**src/egsd_pkg.sv**
```systemverilog
`default_nettype none

package egsd_pkg;

   // Field widths fixed by the stream format.
   localparam int ByteWidth   = 8;
   localparam int ValueWidth  = 33;
   localparam int SuffixWidth = 32;
   localparam int LenWidth    = 6;
   localparam int StatusWidth = 2;
   localparam int ModeWidth   = 2;
   localparam int CsrWidth    = 6;
   localparam int BitCntWidth = 3;

   // Decode modes.
   localparam logic [ModeWidth-1:0] MODE_UE    = 2'd0;
   localparam logic [ModeWidth-1:0] MODE_SE    = 2'd1;
   localparam logic [ModeWidth-1:0] MODE_FIXED = 2'd2;

   // Result status codes.
   localparam logic [StatusWidth-1:0] ST_OK        = 2'd0;
   localparam logic [StatusWidth-1:0] ST_PREFIX    = 2'd1;
   localparam logic [StatusWidth-1:0] ST_TRUNCATED = 2'd2;

   // Register indexes.
   localparam logic REG_MODE = 1'b0;
   localparam logic REG_FLEN = 1'b1;

   // Fixed length limits and reset value.
   localparam logic [LenWidth-1:0] FLEN_MIN   = 6'd1;
   localparam logic [LenWidth-1:0] FLEN_MAX   = 6'd32;
   localparam logic [LenWidth-1:0] FLEN_RESET = 6'd8;

   // Commands from the controller to the datapath.
   typedef struct packed {
      logic load;
      logic step;
      logic trunc;
      logic drain;
   } cmd_type;

   // Status from the datapath to the controller.
   typedef struct packed {
      logic pend_valid;
      logic out_free;
   } stat_type;

   // One decoded result.
   typedef struct packed {
      logic signed [ValueWidth-1:0] value;
      logic [LenWidth-1:0]          length;
      logic [StatusWidth-1:0]       status;
   } res_type;

endpackage

`default_nettype wire

```
**src/egsd_ctrl.sv**
```systemverilog
`default_nettype none

module egsd_ctrl (
   input  wire              clock,
   input  wire              reset,
   input  wire              req_valid,
   output logic             req_ready,
   input  egsd_pkg::stat_type stat,
   output egsd_pkg::cmd_type  cmd
);
   import egsd_pkg::*;

   localparam logic [1:0] S_IDLE  = 2'd0;
   localparam logic [1:0] S_BITS  = 2'd1;
   localparam logic [1:0] S_TRUNC = 2'd2;
   localparam logic [1:0] S_DRAIN = 2'd3;

   logic [1:0]             state_ff, state_in;
   logic [BitCntWidth-1:0] bit_cnt_ff, bit_cnt_in;
   logic                   slot_ok;

   // A step that may make a result needs room in the pending slot.
   assign slot_ok   = !stat.pend_valid || stat.out_free;
   assign req_ready = (state_ff == S_IDLE);

   // Sequencer over the eight bits of a word, then the end checks.
   always_comb begin
      state_in   = state_ff;
      bit_cnt_in = bit_cnt_ff;
      cmd        = '0;
      case (state_ff)
         S_IDLE: begin
            if (req_valid) begin
               cmd.load   = 1'b1;
               bit_cnt_in = '0;
               state_in   = S_BITS;
            end
         end
         S_BITS: begin
            if (slot_ok) begin
               cmd.step   = 1'b1;
               bit_cnt_in = bit_cnt_ff + 1'b1;
               if (bit_cnt_ff == {BitCntWidth{1'b1}}) begin
                  state_in = S_TRUNC;
               end
            end
         end
         S_TRUNC: begin
            if (slot_ok) begin
               cmd.trunc = 1'b1;
               state_in  = S_DRAIN;
            end
         end
         S_DRAIN: begin
            if (!stat.pend_valid) begin
               state_in = S_IDLE;
            end else if (stat.out_free) begin
               cmd.drain = 1'b1;
               state_in  = S_IDLE;
            end
         end
         default: begin
            state_in = S_IDLE;
         end
      endcase
   end

   always_ff @(posedge clock) begin
      if (reset) begin
         state_ff   <= S_IDLE;
         bit_cnt_ff <= '0;
      end else begin
         state_ff   <= state_in;
         bit_cnt_ff <= bit_cnt_in;
      end
   end

`ifndef SYNTHESIS
   // At most one command is issued in a cycle.
   assert property (@(posedge clock) disable iff (reset)
      $onehot0({cmd.load, cmd.step, cmd.trunc, cmd.drain}))
      else $error("more than one datapath command at once");

   // The last result of a word is only moved out when the output slot is free.
   assert property (@(posedge clock) disable iff (reset)
      cmd.drain |-> (stat.pend_valid && stat.out_free))
      else $error("drain without a pending result or a free output");

   // An accepted word always starts with its first bit.
   assert property (@(posedge clock) disable iff (reset)
      cmd.load |=> (state_ff == S_BITS && bit_cnt_ff == '0))
      else $error("word accepted but bit sequence not started");
`endif

endmodule

`default_nettype wire

```
**src/egsd_datapath.sv**
```systemverilog
`default_nettype none

module egsd_datapath #(
   parameter int MAX_PREFIX = 31
) (
   input  wire                                     clock,
   input  wire                                     reset,
   input  egsd_pkg::cmd_type                       cmd,
   output egsd_pkg::stat_type                      stat,
   input  wire  [egsd_pkg::ByteWidth-1:0]          req_stream_byte,
   input  wire                                     req_end_of_stream,
   input  wire                                     csr_write_enable,
   input  wire                                     csr_index,
   input  wire  [egsd_pkg::CsrWidth-1:0]           csr_write_data,
   output logic                                    rsp_valid,
   input  wire                                     rsp_ready,
   output logic signed [egsd_pkg::ValueWidth-1:0]  rsp_value,
   output logic [egsd_pkg::LenWidth-1:0]           rsp_code_length,
   output logic [egsd_pkg::StatusWidth-1:0]        rsp_status,
   output logic                                    rsp_last_in_run
);
   import egsd_pkg::*;

   // The zero counter must hold one more than the longest legal prefix.
   localparam int ZeroWidth = $clog2(MAX_PREFIX + 2);

   // Configuration.
   logic [ModeWidth-1:0]   mode_ff;
   logic [LenWidth-1:0]    flen_ff;
   logic [LenWidth-1:0]    flen_eff;

   // Current word.
   logic [ByteWidth-1:0]   byte_ff;
   logic                   eos_ff;
   logic                   bit_val;

   // Code state. In the suffix phase the suffix register holds the code number
   // plus one, seeded with the leading one bit.
   logic                   in_suffix_ff, in_suffix_in;
   logic [ZeroWidth-1:0]   zeros_ff, zeros_in, zeros_inc;
   logic [ZeroWidth-1:0]   bits_left_ff, bits_left_in, bits_left_dec;
   logic [SuffixWidth-1:0] suffix_ff, suffix_in, suffix_shift;
   logic [LenWidth-1:0]    code_bits_ff, code_bits_in, code_bits_inc;

   // Result made by this cycle's step.
   logic                   res_fire;
   res_type                res_new;
   logic [SuffixWidth-1:0] code_num;
   logic [ValueWidth-1:0]  half_mag;
   logic [ValueWidth-1:0]  eg_value;

   // Pending slot and output register.
   res_type                pend_ff;
   logic                   pend_valid_ff;
   logic                   out_free;

   assign bit_val       = byte_ff[ByteWidth-1];
   assign code_bits_inc = code_bits_ff + 1'b1;
   assign zeros_inc     = zeros_ff + 1'b1;
   assign bits_left_dec = (bits_left_ff == '0) ? '0 : bits_left_ff - 1'b1;
   assign suffix_shift  = {suffix_ff[SuffixWidth-2:0], bit_val};

   // Fixed length clamped to its legal range.
   always_comb begin
      if (flen_ff < FLEN_MIN) begin
         flen_eff = FLEN_MIN;
      end else if (flen_ff > FLEN_MAX) begin
         flen_eff = FLEN_MAX;
      end else begin
         flen_eff = flen_ff;
      end
   end

   // Exp-Golomb value from the code number plus one held in suffix_shift.
   // Signed mode maps even (number plus one) to positive, odd to negative.
   assign code_num = suffix_shift - 1'b1;
   assign half_mag = {2'b00, suffix_shift[SuffixWidth-1:1]};
   always_comb begin
      if (mode_ff == MODE_SE) begin
         eg_value = suffix_shift[0] ? (~half_mag + 1'b1) : half_mag;
      end else begin
         eg_value = {1'b0, code_num};
      end
   end

   // One bit of decoding, or the end-of-stream check.
   always_comb begin
      in_suffix_in = in_suffix_ff;
      zeros_in     = zeros_ff;
      bits_left_in = bits_left_ff;
      suffix_in    = suffix_ff;
      code_bits_in = code_bits_ff;
      res_fire     = 1'b0;
      res_new      = '0;
      if (cmd.step) begin
         code_bits_in = code_bits_inc;
         if (mode_ff == MODE_FIXED) begin
            suffix_in = suffix_shift;
            if (code_bits_inc >= flen_eff) begin
               res_fire       = 1'b1;
               res_new.value  = {1'b0, suffix_shift};
               res_new.length = code_bits_inc;
               res_new.status = ST_OK;
            end
         end else if (in_suffix_ff) begin
            suffix_in    = suffix_shift;
            bits_left_in = bits_left_dec;
            if (bits_left_dec == '0) begin
               res_fire       = 1'b1;
               res_new.value  = eg_value;
               res_new.length = code_bits_inc;
               res_new.status = ST_OK;
            end
         end else if (!bit_val) begin
            zeros_in = zeros_inc;
            if (zeros_inc > ZeroWidth'(MAX_PREFIX)) begin
               res_fire       = 1'b1;
               res_new.length = code_bits_inc;
               res_new.status = ST_PREFIX;
            end
         end else if (zeros_ff == '0) begin
            res_fire       = 1'b1;
            res_new.length = code_bits_inc;
            res_new.status = ST_OK;
         end else begin
            in_suffix_in = 1'b1;
            bits_left_in = zeros_ff;
            suffix_in    = SuffixWidth'(1);
         end
      end else if (cmd.trunc) begin
         if (eos_ff && code_bits_ff != '0) begin
            res_fire       = 1'b1;
            res_new.length = code_bits_ff;
            res_new.status = ST_TRUNCATED;
         end
      end
      // A finished code starts over from the prefix.
      if (res_fire) begin
         in_suffix_in = 1'b0;
         zeros_in     = '0;
         bits_left_in = '0;
         suffix_in    = '0;
         code_bits_in = '0;
      end
   end

   // Configuration registers and code state; a write drops any partial code.
   always_ff @(posedge clock) begin
      if (reset) begin
         mode_ff      <= MODE_UE;
         flen_ff      <= FLEN_RESET;
         in_suffix_ff <= 1'b0;
         zeros_ff     <= '0;
         bits_left_ff <= '0;
         suffix_ff    <= '0;
         code_bits_ff <= '0;
      end else if (csr_write_enable) begin
         if (csr_index == REG_MODE) begin
            mode_ff <= csr_write_data[ModeWidth-1:0];
         end else begin
            flen_ff <= csr_write_data;
         end
         in_suffix_ff <= 1'b0;
         zeros_ff     <= '0;
         bits_left_ff <= '0;
         suffix_ff    <= '0;
         code_bits_ff <= '0;
      end else begin
         in_suffix_ff <= in_suffix_in;
         zeros_ff     <= zeros_in;
         bits_left_ff <= bits_left_in;
         suffix_ff    <= suffix_in;
         code_bits_ff <= code_bits_in;
      end
   end

   // Word shift register, most significant bit first.
   always_ff @(posedge clock) begin
      if (cmd.load) begin
         byte_ff <= req_stream_byte;
         eos_ff  <= req_end_of_stream;
      end else if (cmd.step) begin
         byte_ff <= {byte_ff[ByteWidth-2:0], 1'b0};
      end
   end

   assign out_free        = !rsp_valid || rsp_ready;
   assign stat.pend_valid = pend_valid_ff;
   assign stat.out_free   = out_free;

   // A new result waits in the pending slot until the next one shows whether
   // it is the last of its word.
   always_ff @(posedge clock) begin
      if (reset) begin
         pend_valid_ff <= 1'b0;
      end else if (res_fire) begin
         pend_valid_ff <= 1'b1;
      end else if (cmd.drain) begin
         pend_valid_ff <= 1'b0;
      end
   end

   always_ff @(posedge clock) begin
      if (res_fire) begin
         pend_ff <= res_new;
      end
   end

   // Output register.
   always_ff @(posedge clock) begin
      if (reset) begin
         rsp_valid <= 1'b0;
      end else if ((res_fire && pend_valid_ff) || cmd.drain) begin
         rsp_valid <= 1'b1;
      end else if (rsp_ready) begin
         rsp_valid <= 1'b0;
      end
   end

   always_ff @(posedge clock) begin
      if ((res_fire && pend_valid_ff) || cmd.drain) begin
         rsp_value       <= pend_ff.value;
         rsp_code_length <= pend_ff.length;
         rsp_status      <= pend_ff.status;
         rsp_last_in_run <= cmd.drain;
      end
   end

`ifndef SYNTHESIS
   // The pending result only moves out into a free output register.
   assert property (@(posedge clock) disable iff (reset)
      (res_fire && pend_valid_ff) |-> out_free)
      else $error("pending result pushed over a waiting output");

   // A code never runs past its longest legal length.
   assert property (@(posedge clock) disable iff (reset)
      in_suffix_ff |-> (bits_left_ff != '0 && zeros_ff <= ZeroWidth'(MAX_PREFIX)))
      else $error("suffix phase with no bits left or too long a prefix");

   // A word's final drain leaves nothing behind in the pending slot.
   assert property (@(posedge clock) disable iff (reset)
      cmd.drain |=> !pend_valid_ff)
      else $error("pending slot not empty after drain");
`endif

endmodule

`default_nettype wire

```
**src/exp_golomb_stream_decoder_core.sv**
```systemverilog
`default_nettype none

// Exp-Golomb stream decoder. Takes the stream one word (byte) at a time, most
// significant bit first, and gives one result word per finished code: ue(v),
// se(v) or u(n) as set by the mode register, with the code's length in bits
// and a status (ok, prefix too long, or truncated at the end of the stream). A
// word is accepted, then takes one step per bit, the end-of-stream check and a
// step to mark the last result of the word; these steps can stall while the
// result channel is busy. Results pass through a one-entry pending slot, so
// each is released once the next result or the end of its word is known, and
// the result register lets a new word enter while the last result still waits
// to be taken. The user must make configuration writes only while no word is
// in flight; the block does not enforce this. Any write drops a partial code.
module exp_golomb_stream_decoder_core #(
   parameter int MAX_PREFIX = 31
) (
   input  wire                                     clock,
   input  wire                                     reset,
   input  wire                                     req_valid,
   output logic                                    req_ready,
   input  wire  [egsd_pkg::ByteWidth-1:0]          req_stream_byte,
   input  wire                                     req_end_of_stream,
   output logic                                    rsp_valid,
   input  wire                                     rsp_ready,
   output logic signed [egsd_pkg::ValueWidth-1:0]  rsp_value,
   output logic [egsd_pkg::LenWidth-1:0]           rsp_code_length,
   output logic [egsd_pkg::StatusWidth-1:0]        rsp_status,
   output logic                                    rsp_last_in_run,
   input  wire                                     csr_write_enable,
   input  wire                                     csr_index,
   input  wire  [egsd_pkg::CsrWidth-1:0]           csr_write_data
);
   import egsd_pkg::*;

   cmd_type  cmd;
   stat_type stat;

   egsd_ctrl u_ctrl (
      .clock     (clock),
      .reset     (reset),
      .req_valid (req_valid),
      .req_ready (req_ready),
      .stat      (stat),
      .cmd       (cmd)
   );

   egsd_datapath #(
      .MAX_PREFIX (MAX_PREFIX)
   ) u_datapath (
      .clock             (clock),
      .reset             (reset),
      .cmd               (cmd),
      .stat              (stat),
      .req_stream_byte   (req_stream_byte),
      .req_end_of_stream (req_end_of_stream),
      .csr_write_enable  (csr_write_enable),
      .csr_index         (csr_index),
      .csr_write_data    (csr_write_data),
      .rsp_valid         (rsp_valid),
      .rsp_ready         (rsp_ready),
      .rsp_value         (rsp_value),
      .rsp_code_length   (rsp_code_length),
      .rsp_status        (rsp_status),
      .rsp_last_in_run   (rsp_last_in_run)
   );

endmodule

`default_nettype wire
```
**config.mk**
```make
export PLATFORM = sky130hd
export DESIGN_NAME = exp_golomb_stream_decoder_core
export DESIGN_NICKNAME = d
export VERILOG_FILES = /design/src/egsd_pkg.sv /design/src/egsd_ctrl.sv /design/src/egsd_datapath.sv /design/src/exp_golomb_stream_decoder_core.sv
export SDC_FILE = /design/constraint.sdc
export NUM_CORES = 1
export LEC_CHECK = 0
export BUFFER_PORTS_ARGS = -buffer_cell sky130_fd_sc_hd__clkbuf_2
export CELL_PAD_IN_SITES_DETAIL_PLACEMENT = 1
export CELL_PAD_IN_SITES_GLOBAL_PLACEMENT = 2
export CORE_ASPECT_RATIO = 2
export CORE_MARGIN = 2
export CORE_UTILIZATION = 38
export DETAILED_ROUTE_END_ITERATION = 8
export PLACE_DENSITY_LB_ADDON = 0.12
export SLEW_MARGIN = 20
export SYNTH_ARGS = -nofsm -noshare
export SYNTH_HDL_FRONTEND = slang
export SYNTH_SLANG_ARGS = --single-unit
```
**constraint.sdc**
```tcl
create_clock -name clock -period 5.9 [get_ports clock]
set_input_delay 1.18 -clock clock [delete_from_list [all_inputs] [get_ports clock]]
set_output_delay 1.18 -clock clock [all_outputs]
set_load 0.005 [all_outputs]
```
---- Word-level counts from Yosys, hierarchy flattened ----
Cells that the tools add are included.
cells by class
  add/subtract/negate cells ............... 6
  multiply operators ...................... 0
  div/mod/pow operators ................... 0
  order comparisons ....................... 4
  equal/unequal tests ..................... 13
  shifts and indexed selects .............. 0
  multiplexer cells ....................... 60
  bitwise gates (word level) .............. 5
  reductions and logical operators ........ 27
operator list
  operator                                                                  count
  31-bit 2-to-1 mux                                                         4
  33-bit 2-to-1 mux                                                         3
  41-bit 2-to-1 mux                                                         2
  8-bit 2-to-1 mux                                                          9
  40-bit 2-to-1 mux                                                         1
  6-bit 2-to-1 mux                                                          6
  33-bit by 1-bit adder with 33-bit output (second input constant)          1
  31-bit NOT with 33-bit output                                             1
  32-bit by 1-bit subtractor with 32-bit output (second input constant)     1
  1-bit 2-to-1 mux                                                          25
  6-bit logical NOT                                                         3
  6-bit by 1-bit adder with 6-bit output (second input constant)            2
  2-bit 2-to-1 mux                                                          6
  2-bit nonzero test                                                        5
  2-bit by 1-bit inequality test with 1-bit output (second input constant)  4
  2-bit case mux with 4 select lines                                        1
  4-bit AND reduction                                                       2
  2-bit equality test (second input constant)                               3
  6-bit >= comparator                                                       1
  6-bit by 5-bit > comparator with 1-bit output (second input constant)     1
  6-bit > comparator (second input constant)                                1
  6-bit by 1-bit < comparator with 1-bit output (second input constant)     1
  3-bit 2-to-1 mux                                                          2
  3-bit case mux with 2 select lines                                        1
  other kinds (18)                                                          29
storage, ports and cells
  bits in registers ....................... 157
  bits in latches ......................... 0
  bits in writable memories ............... 0
  bits in read-only memories .............. 0
  input bits .............................. 21
  output and inout bits ................... 44
  logic and storage cells ................. 135
  memories ................................ 0

---- Longest topological paths before layout ----
  word-level depth ........................ 10
  mapped depth ............................ 14
  depth with buffers taken out ............ 12

---- By module ----
From an unflattened synthesis, not the netlist that was laid out.
second synthesis, totals
  cells, all modules ...................... 844
  area, all modules ....................... 8,215.4 um^2
modules (own cells, without submodules)
  module         instances  cells an instance  area an instance (um^2)  sequential area each (um^2)
  egsd_datapath  1          801                7,818.7                  3,963.8
  egsd_ctrl      1          43                 396.6                    100.1

---- Worst setup path before layout ----
OpenSTA, ideal clock, no wires.
  kind .................................... input port to flip-flop
  start ................................... input port rsp_ready
  end ..................................... register u_datapath.rsp_code_length[0] (netlist name) (enable)
  setup time .............................. 0.455 ns
  arrival ................................. 4.179 ns
  setup slack ............................. 1.265 ns
  stages on the path ...................... 6
  buffers on the path ..................... 0
  cells stage by stage .................... nand3b_1 nand3_1 or3_1 nand3_2 nor2_1 a21oi_1
on the way
  longest elaborated chain between the ends .. 8
  elaborated cells between the ends (all ways) .. 12
  classes of those cells .................. mux: 8; reduce/logical: 4
RTL lines
  item                    RTL line                              RTL
  start: declaration      exp_golomb_stream_decoder_core.sv:24  input wire rsp_ready,
  1-bit logical OR *      egsd_datapath.sv:187                  assign out_free = !rsp_valid || rsp_ready;
  1-bit logical OR        egsd_ctrl.sv:23                       assign slot_ok = !stat.pend_valid || stat.out_free;
  1-bit 2-to-1 mux        egsd_ctrl.sv:40, egsd_ctrl.sv:49
  1-bit 2-to-1 mux        egsd_ctrl.sv:31                       case (state_ff)
  1-bit 2-to-1 mux        egsd_datapath.sv:130                  end else if (cmd.trunc) begin
  1-bit 2-to-1 mux        egsd_datapath.sv:95                   if (cmd.step) begin
  1-bit logical AND       egsd_datapath.sv:221                  if ((res_fire && pend_valid_ff) || cmd.drain) begin
  1-bit logical OR *      egsd_datapath.sv:221
  end signal: assignment  egsd_datapath.sv:223                  rsp_code_length <= pend_ff.length;
  end: declaration        egsd_datapath.sv:18                   output logic [egsd_pkg::LenWidth-1:0] rsp_code_length,
Mark *: on every way between the ends. The rest lies on a longest branch, timed or not.
A chain may end at the register's enable or synchronous reset.

---- Worst setup path in the final report ----
  start ................................... register u_datapath.code_bits_ff[0]
  end ..................................... register u_datapath.suffix_ff[13]
on the way
  longest elaborated chain between the ends .. 6
  elaborated cells between the ends (all ways) .. 10
  classes of those cells .................. add/sub: 1; order compare: 1; mux: 5; reduce/logical: 3
RTL lines
  item                                    RTL line              RTL
  start: declaration                      egsd_datapath.sv:43   logic [LenWidth-1:0] code_bits_ff, code_bits_in, code_bits_inc;
  start signal: assignment                egsd_datapath.sv:173  code_bits_ff <= code_bits_in;
  6-bit by 1-bit adder with 6-bit output  egsd_datapath.sv:58   assign code_bits_inc = code_bits_ff + 1'b1;
  via u_datapath.code_bits_inc[4]         egsd_datapath.sv:43
  6-bit >= comparator                     egsd_datapath.sv:99   if (code_bits_inc >= flen_eff) begin
  1-bit 2-to-1 mux                        egsd_datapath.sv:99
  1-bit 2-to-1 mux                        egsd_datapath.sv:97   if (mode_ff == MODE_FIXED) begin
  1-bit 2-to-1 mux                        egsd_datapath.sv:95
  3-bit OR reduction (no source line)     -
  end signal: assignment                  egsd_datapath.sv:172  suffix_ff <= suffix_in;
  end: declaration                        egsd_datapath.sv:42   logic [SuffixWidth-1:0] suffix_ff, suffix_in, suffix_shift;
The timed path passes the listed nets, and every way through them passes these cells.

==> results_dict.tcl <==
set metrics [dict create \
    grt_start_max_net_pins 46 \
    synth-edff-count 92 \
    coreArea_um2 21500 \
    grt_first_pass_wirelength_um 40800 \
    synth_simple_gate_area_share_pct 20.6 \
    ant_nets 0 \
    viasPerCell 5.74 \
    slowest_delay_ns 0.65 \
    start_util_pct 38.5 \
    drive_gt1_share_pct 15.5 \
    hold_buffers 0 \
    finalWorstSetupSlack_ns 1.47 \
    clock_path_buffers 2 \
    pre_cts_slack_ns 1.41 \
    crit_chain "ha_1 -> nand3_1 -> or2_2 -> nand2_1 -> ha_1 -> o21ai_0 -> a211oi_1 -> nand3_2 -> nand3_2 -> or4_1 -> buf_4 -> a21oi_1" \
    clock_skew_ns 0.00638 \
    internal-power_w 0.00227 \
    synth_compound_area_share_pct 15.6 \
    drv_cap 0 \
    post-route-min-period_ns 4.43 \
    maxSlewViolCount 0 \
    firstDrtPassIters 4 \
    grt_usage_pct 23.7 \
    num_io_pins 65 \
    fmax_ghz 0.226 \
    cts_max_level 4 \
    min_period_over_period_pct 75.1 \
    grt_overflow 0 \
    crit_type "flop to flop" \
    synth_top_family_by_area "simple AND/OR/NAND/NOR gates" \
    crit_fanout 37 \
    syn-num-nets 930 \
    cp_top_family "simple AND/OR/NAND/NOR gates" \
    switching_power_w 0.00111 \
    post-dp-hpwl_um 18700 \
    reg2reg_slack_ns 1.47 \
    fp.dieH_um 213 \
    cts_num_sinks 157 \
    placedCellCount 1162 \
    place_congestion 0.861 \
    cts_made_buffers 17 \
    synth-xor-area-share_pct 4.23 \
    rows 76 \
    hold_viol 0 \
    synth-seq-area-share_pct 49.1 \
    antenna_found_initial 0 \
    clk_pin_slew_ns 0.06 \
    critical_path_required_ns 6.20 \
    status "complete, no violations" \
    path_buf_inv 1 \
    end_kind "flop" \
    crit_arrival_ns 4.74 \
    cp_slowest_cell "or4_1" \
    power_frac_comb_pct 24.7 \
    wl_per_cell_um 21.7 \
    insertion_delay_ns 0.45 \
    avgSynthCellArea_um2 9.32 \
    die_w_um 108 \
    max_slew_margin_pct 28.6 \
    setup_viol 0 \
    portBuffers 64 \
    synth_area_um2 8280 \
    instances_no_fill 1194 \
    tightestPinTransition_ns 1.07 \
    muxShareOfSynthArea_pct 1.93 \
    synthFlopType "edfxtp_1" \
    p_per_area_nw_per_um2 364 \
    ys_async_sr_fraction_pct 0 \
    leakagePower_nw 3.37 \
    switching_share_pct 32.8 \
    crit_path_start_kind "flop" \
    first_global_vias 7399 \
    postCtsSetupBuffers 0 \
    ys_types 61 \
    seqPwrFrac_pct 41.3 \
    cts_tree "built" \
    drt-initial-drc-count 253 \
    n_antenna_cell 0 \
    vias 6852 \
    die-area_um2 23100 \
    cts_root_buf "clkbuf_16" \
    peakVddDrop_v 0.000213 \
    synthesis.instances 888 \
    yosys_warnings 0 \
    area_growth_pct 12.4 \
    rsz0062_at_grt "false" \
    cts_resized 0 \
    clock_power_share_pct 34.0 \
    finalNetCount 950 \
    post-route-drc-count 0 \
    tns_ns 0 \
    holdCritPathClass "flop to flop" \
    drt-total-wl_um 25900 \
    synth_fa_ha_area_share_pct 3.17 \
    ys_ff_latch 157 \
]
-- worst paths after layout --
check | from | to | cells past startpoint
worst min register to register | u_datapath.pend_ff[9] | u_datapath.rsp_value[1] | 0
worst max register to register | u_datapath.code_bits_ff[0] | u_datapath.suffix_ff[13] | 12
worst max-delay path | u_datapath.code_bits_ff[0] | u_datapath.suffix_ff[13] | 12
worst min-delay path | u_datapath.pend_ff[9] | u_datapath.rsp_value[1] | 0
-- power by group through the flow --
| stage | registers, W | logic, W | clock network, W |
|---|---|---|---|
| floorplan | 0.00141 | 0.000559 | 0 |
| global route | 0.00141 | 0.000928 | 0.00122 |
| detailed placement | 0.00142 | 0.000843 | 0 |
| global placement | 0.00141 | 0.000807 | 0 |
| CTS | 0.00140 | 0.000846 | 0.00118 |
| finish | 0.00140 | 0.000837 | 0.00115 |
-- registers in the layout, summed over array words and instances (netlist names), 3 cells and up --
signal and cells:
u_ctrl.bit_cnt_ff 3, u_datapath.bits_left_ff 6, u_datapath.byte_ff 8, u_datapath.code_bits_ff 6
u_datapath.flen_ff 6, u_datapath.pend_ff 41, u_datapath.rsp_code_length 6, u_datapath.rsp_value 33
u_datapath.suffix_ff 31, u_datapath.zeros_ff 6
-- cells in the final DEF (no fill, tap or decap), drive strengths merged, types with 31 or more instances in the layout --
master  netlist  final
nand2        95     95
edfxtp       92     92
clkbuf       54     83
a21oi        74     74
nor2         68     68
o21ai        67     67
dfxtp        65     65
nand3        63     63
inv          28     31
nor3         31     31
-- metrics by stage --
step | utilization [%] | power [W] | cell area (um^2) | hold WS, ns
global placement | 40.4 | 0.00222 | 8690 | 0.401
finish | 43.3 | 0.00338 | 9310 | 0.419
CTS | 43.3 | 0.00343 | 9300 | 0.420
global route | 43.3 | 0.00356 | 9310 | 0.425
detailed placement | 40.4 | 0.00226 | 8690 | 0.406
floorplan | - | 0.00196 | 8280 | 0.400
-- final cells by class --
| type | count | area, um^2 |
|---|---|---|
| clock buffers | 19 | 453 |
| clock inverters | 13 | 160 |
| fillers | 2527 | 12200 |
| repair buffers | 73 | 388 |
| multi-input cells | 630 | 3790 |
| well taps | 273 | 342 |
| flip-flops and latches | 157 | 4060 |
| inverters | 29 | 109 |
-- worst register-to-register path, delay by kind of cell, from the launching register on --
family / cells / cell delay [ns]
DFF: 1 / 0.41
buffers and inverters: 1 / 0.53
adders and majority gates: 2 / 0.46
and+or+nand+nor: 6 / 2.16
AOI/OAI and AO/OA: 3 / 0.71
-- layer usage --
layer	vias to the layer above	wire length, um	global-route usage [%]
li1	3250	-	-
met1	3406	9050	23.3
met2	147	15200	46.7
met3	49	671	3.57
met4	0	985	11.5
met5	-	0	0
-- synthesized netlist by cell type, types with 8 or more instances --
cell type,count,area [um^2]
dfxtp_1,65,1300
a31oi_1,8,50.1
nand4_1,8,50.1
mux2_2,8,90.1
nand2_1,95,357
xor2_1,10,87.6
or4_1,9,67.6
ha_1,21,263
o31ai_1,10,75.1
or3_1,9,56.3
nor3_1,28,140
nor2_1,68,255
o21ai_0,65,325
clkbuf_1,51,191
a21oi_1,64,320
inv_1,28,105
nor4_1,19,119
nand3_1,61,305
a21oi_2,10,87.6
edfxtp_1,92,2760
nand2b_1,8,50.1
xnor2_1,30,263
buf_2,8,40.0
-- logic make-up after synthesis --
| logic type | count (synthesis) |
|---|---|
| compound gates | 211 |
| xor+xnor | 40 |
| flops | 157 |
| mux | 15 |
| fa+ha+maj | 21 |
| buf+inv | 101 |
| simple gates | 343 |
No activity file was read; power rests on OpenSTA's default activity.
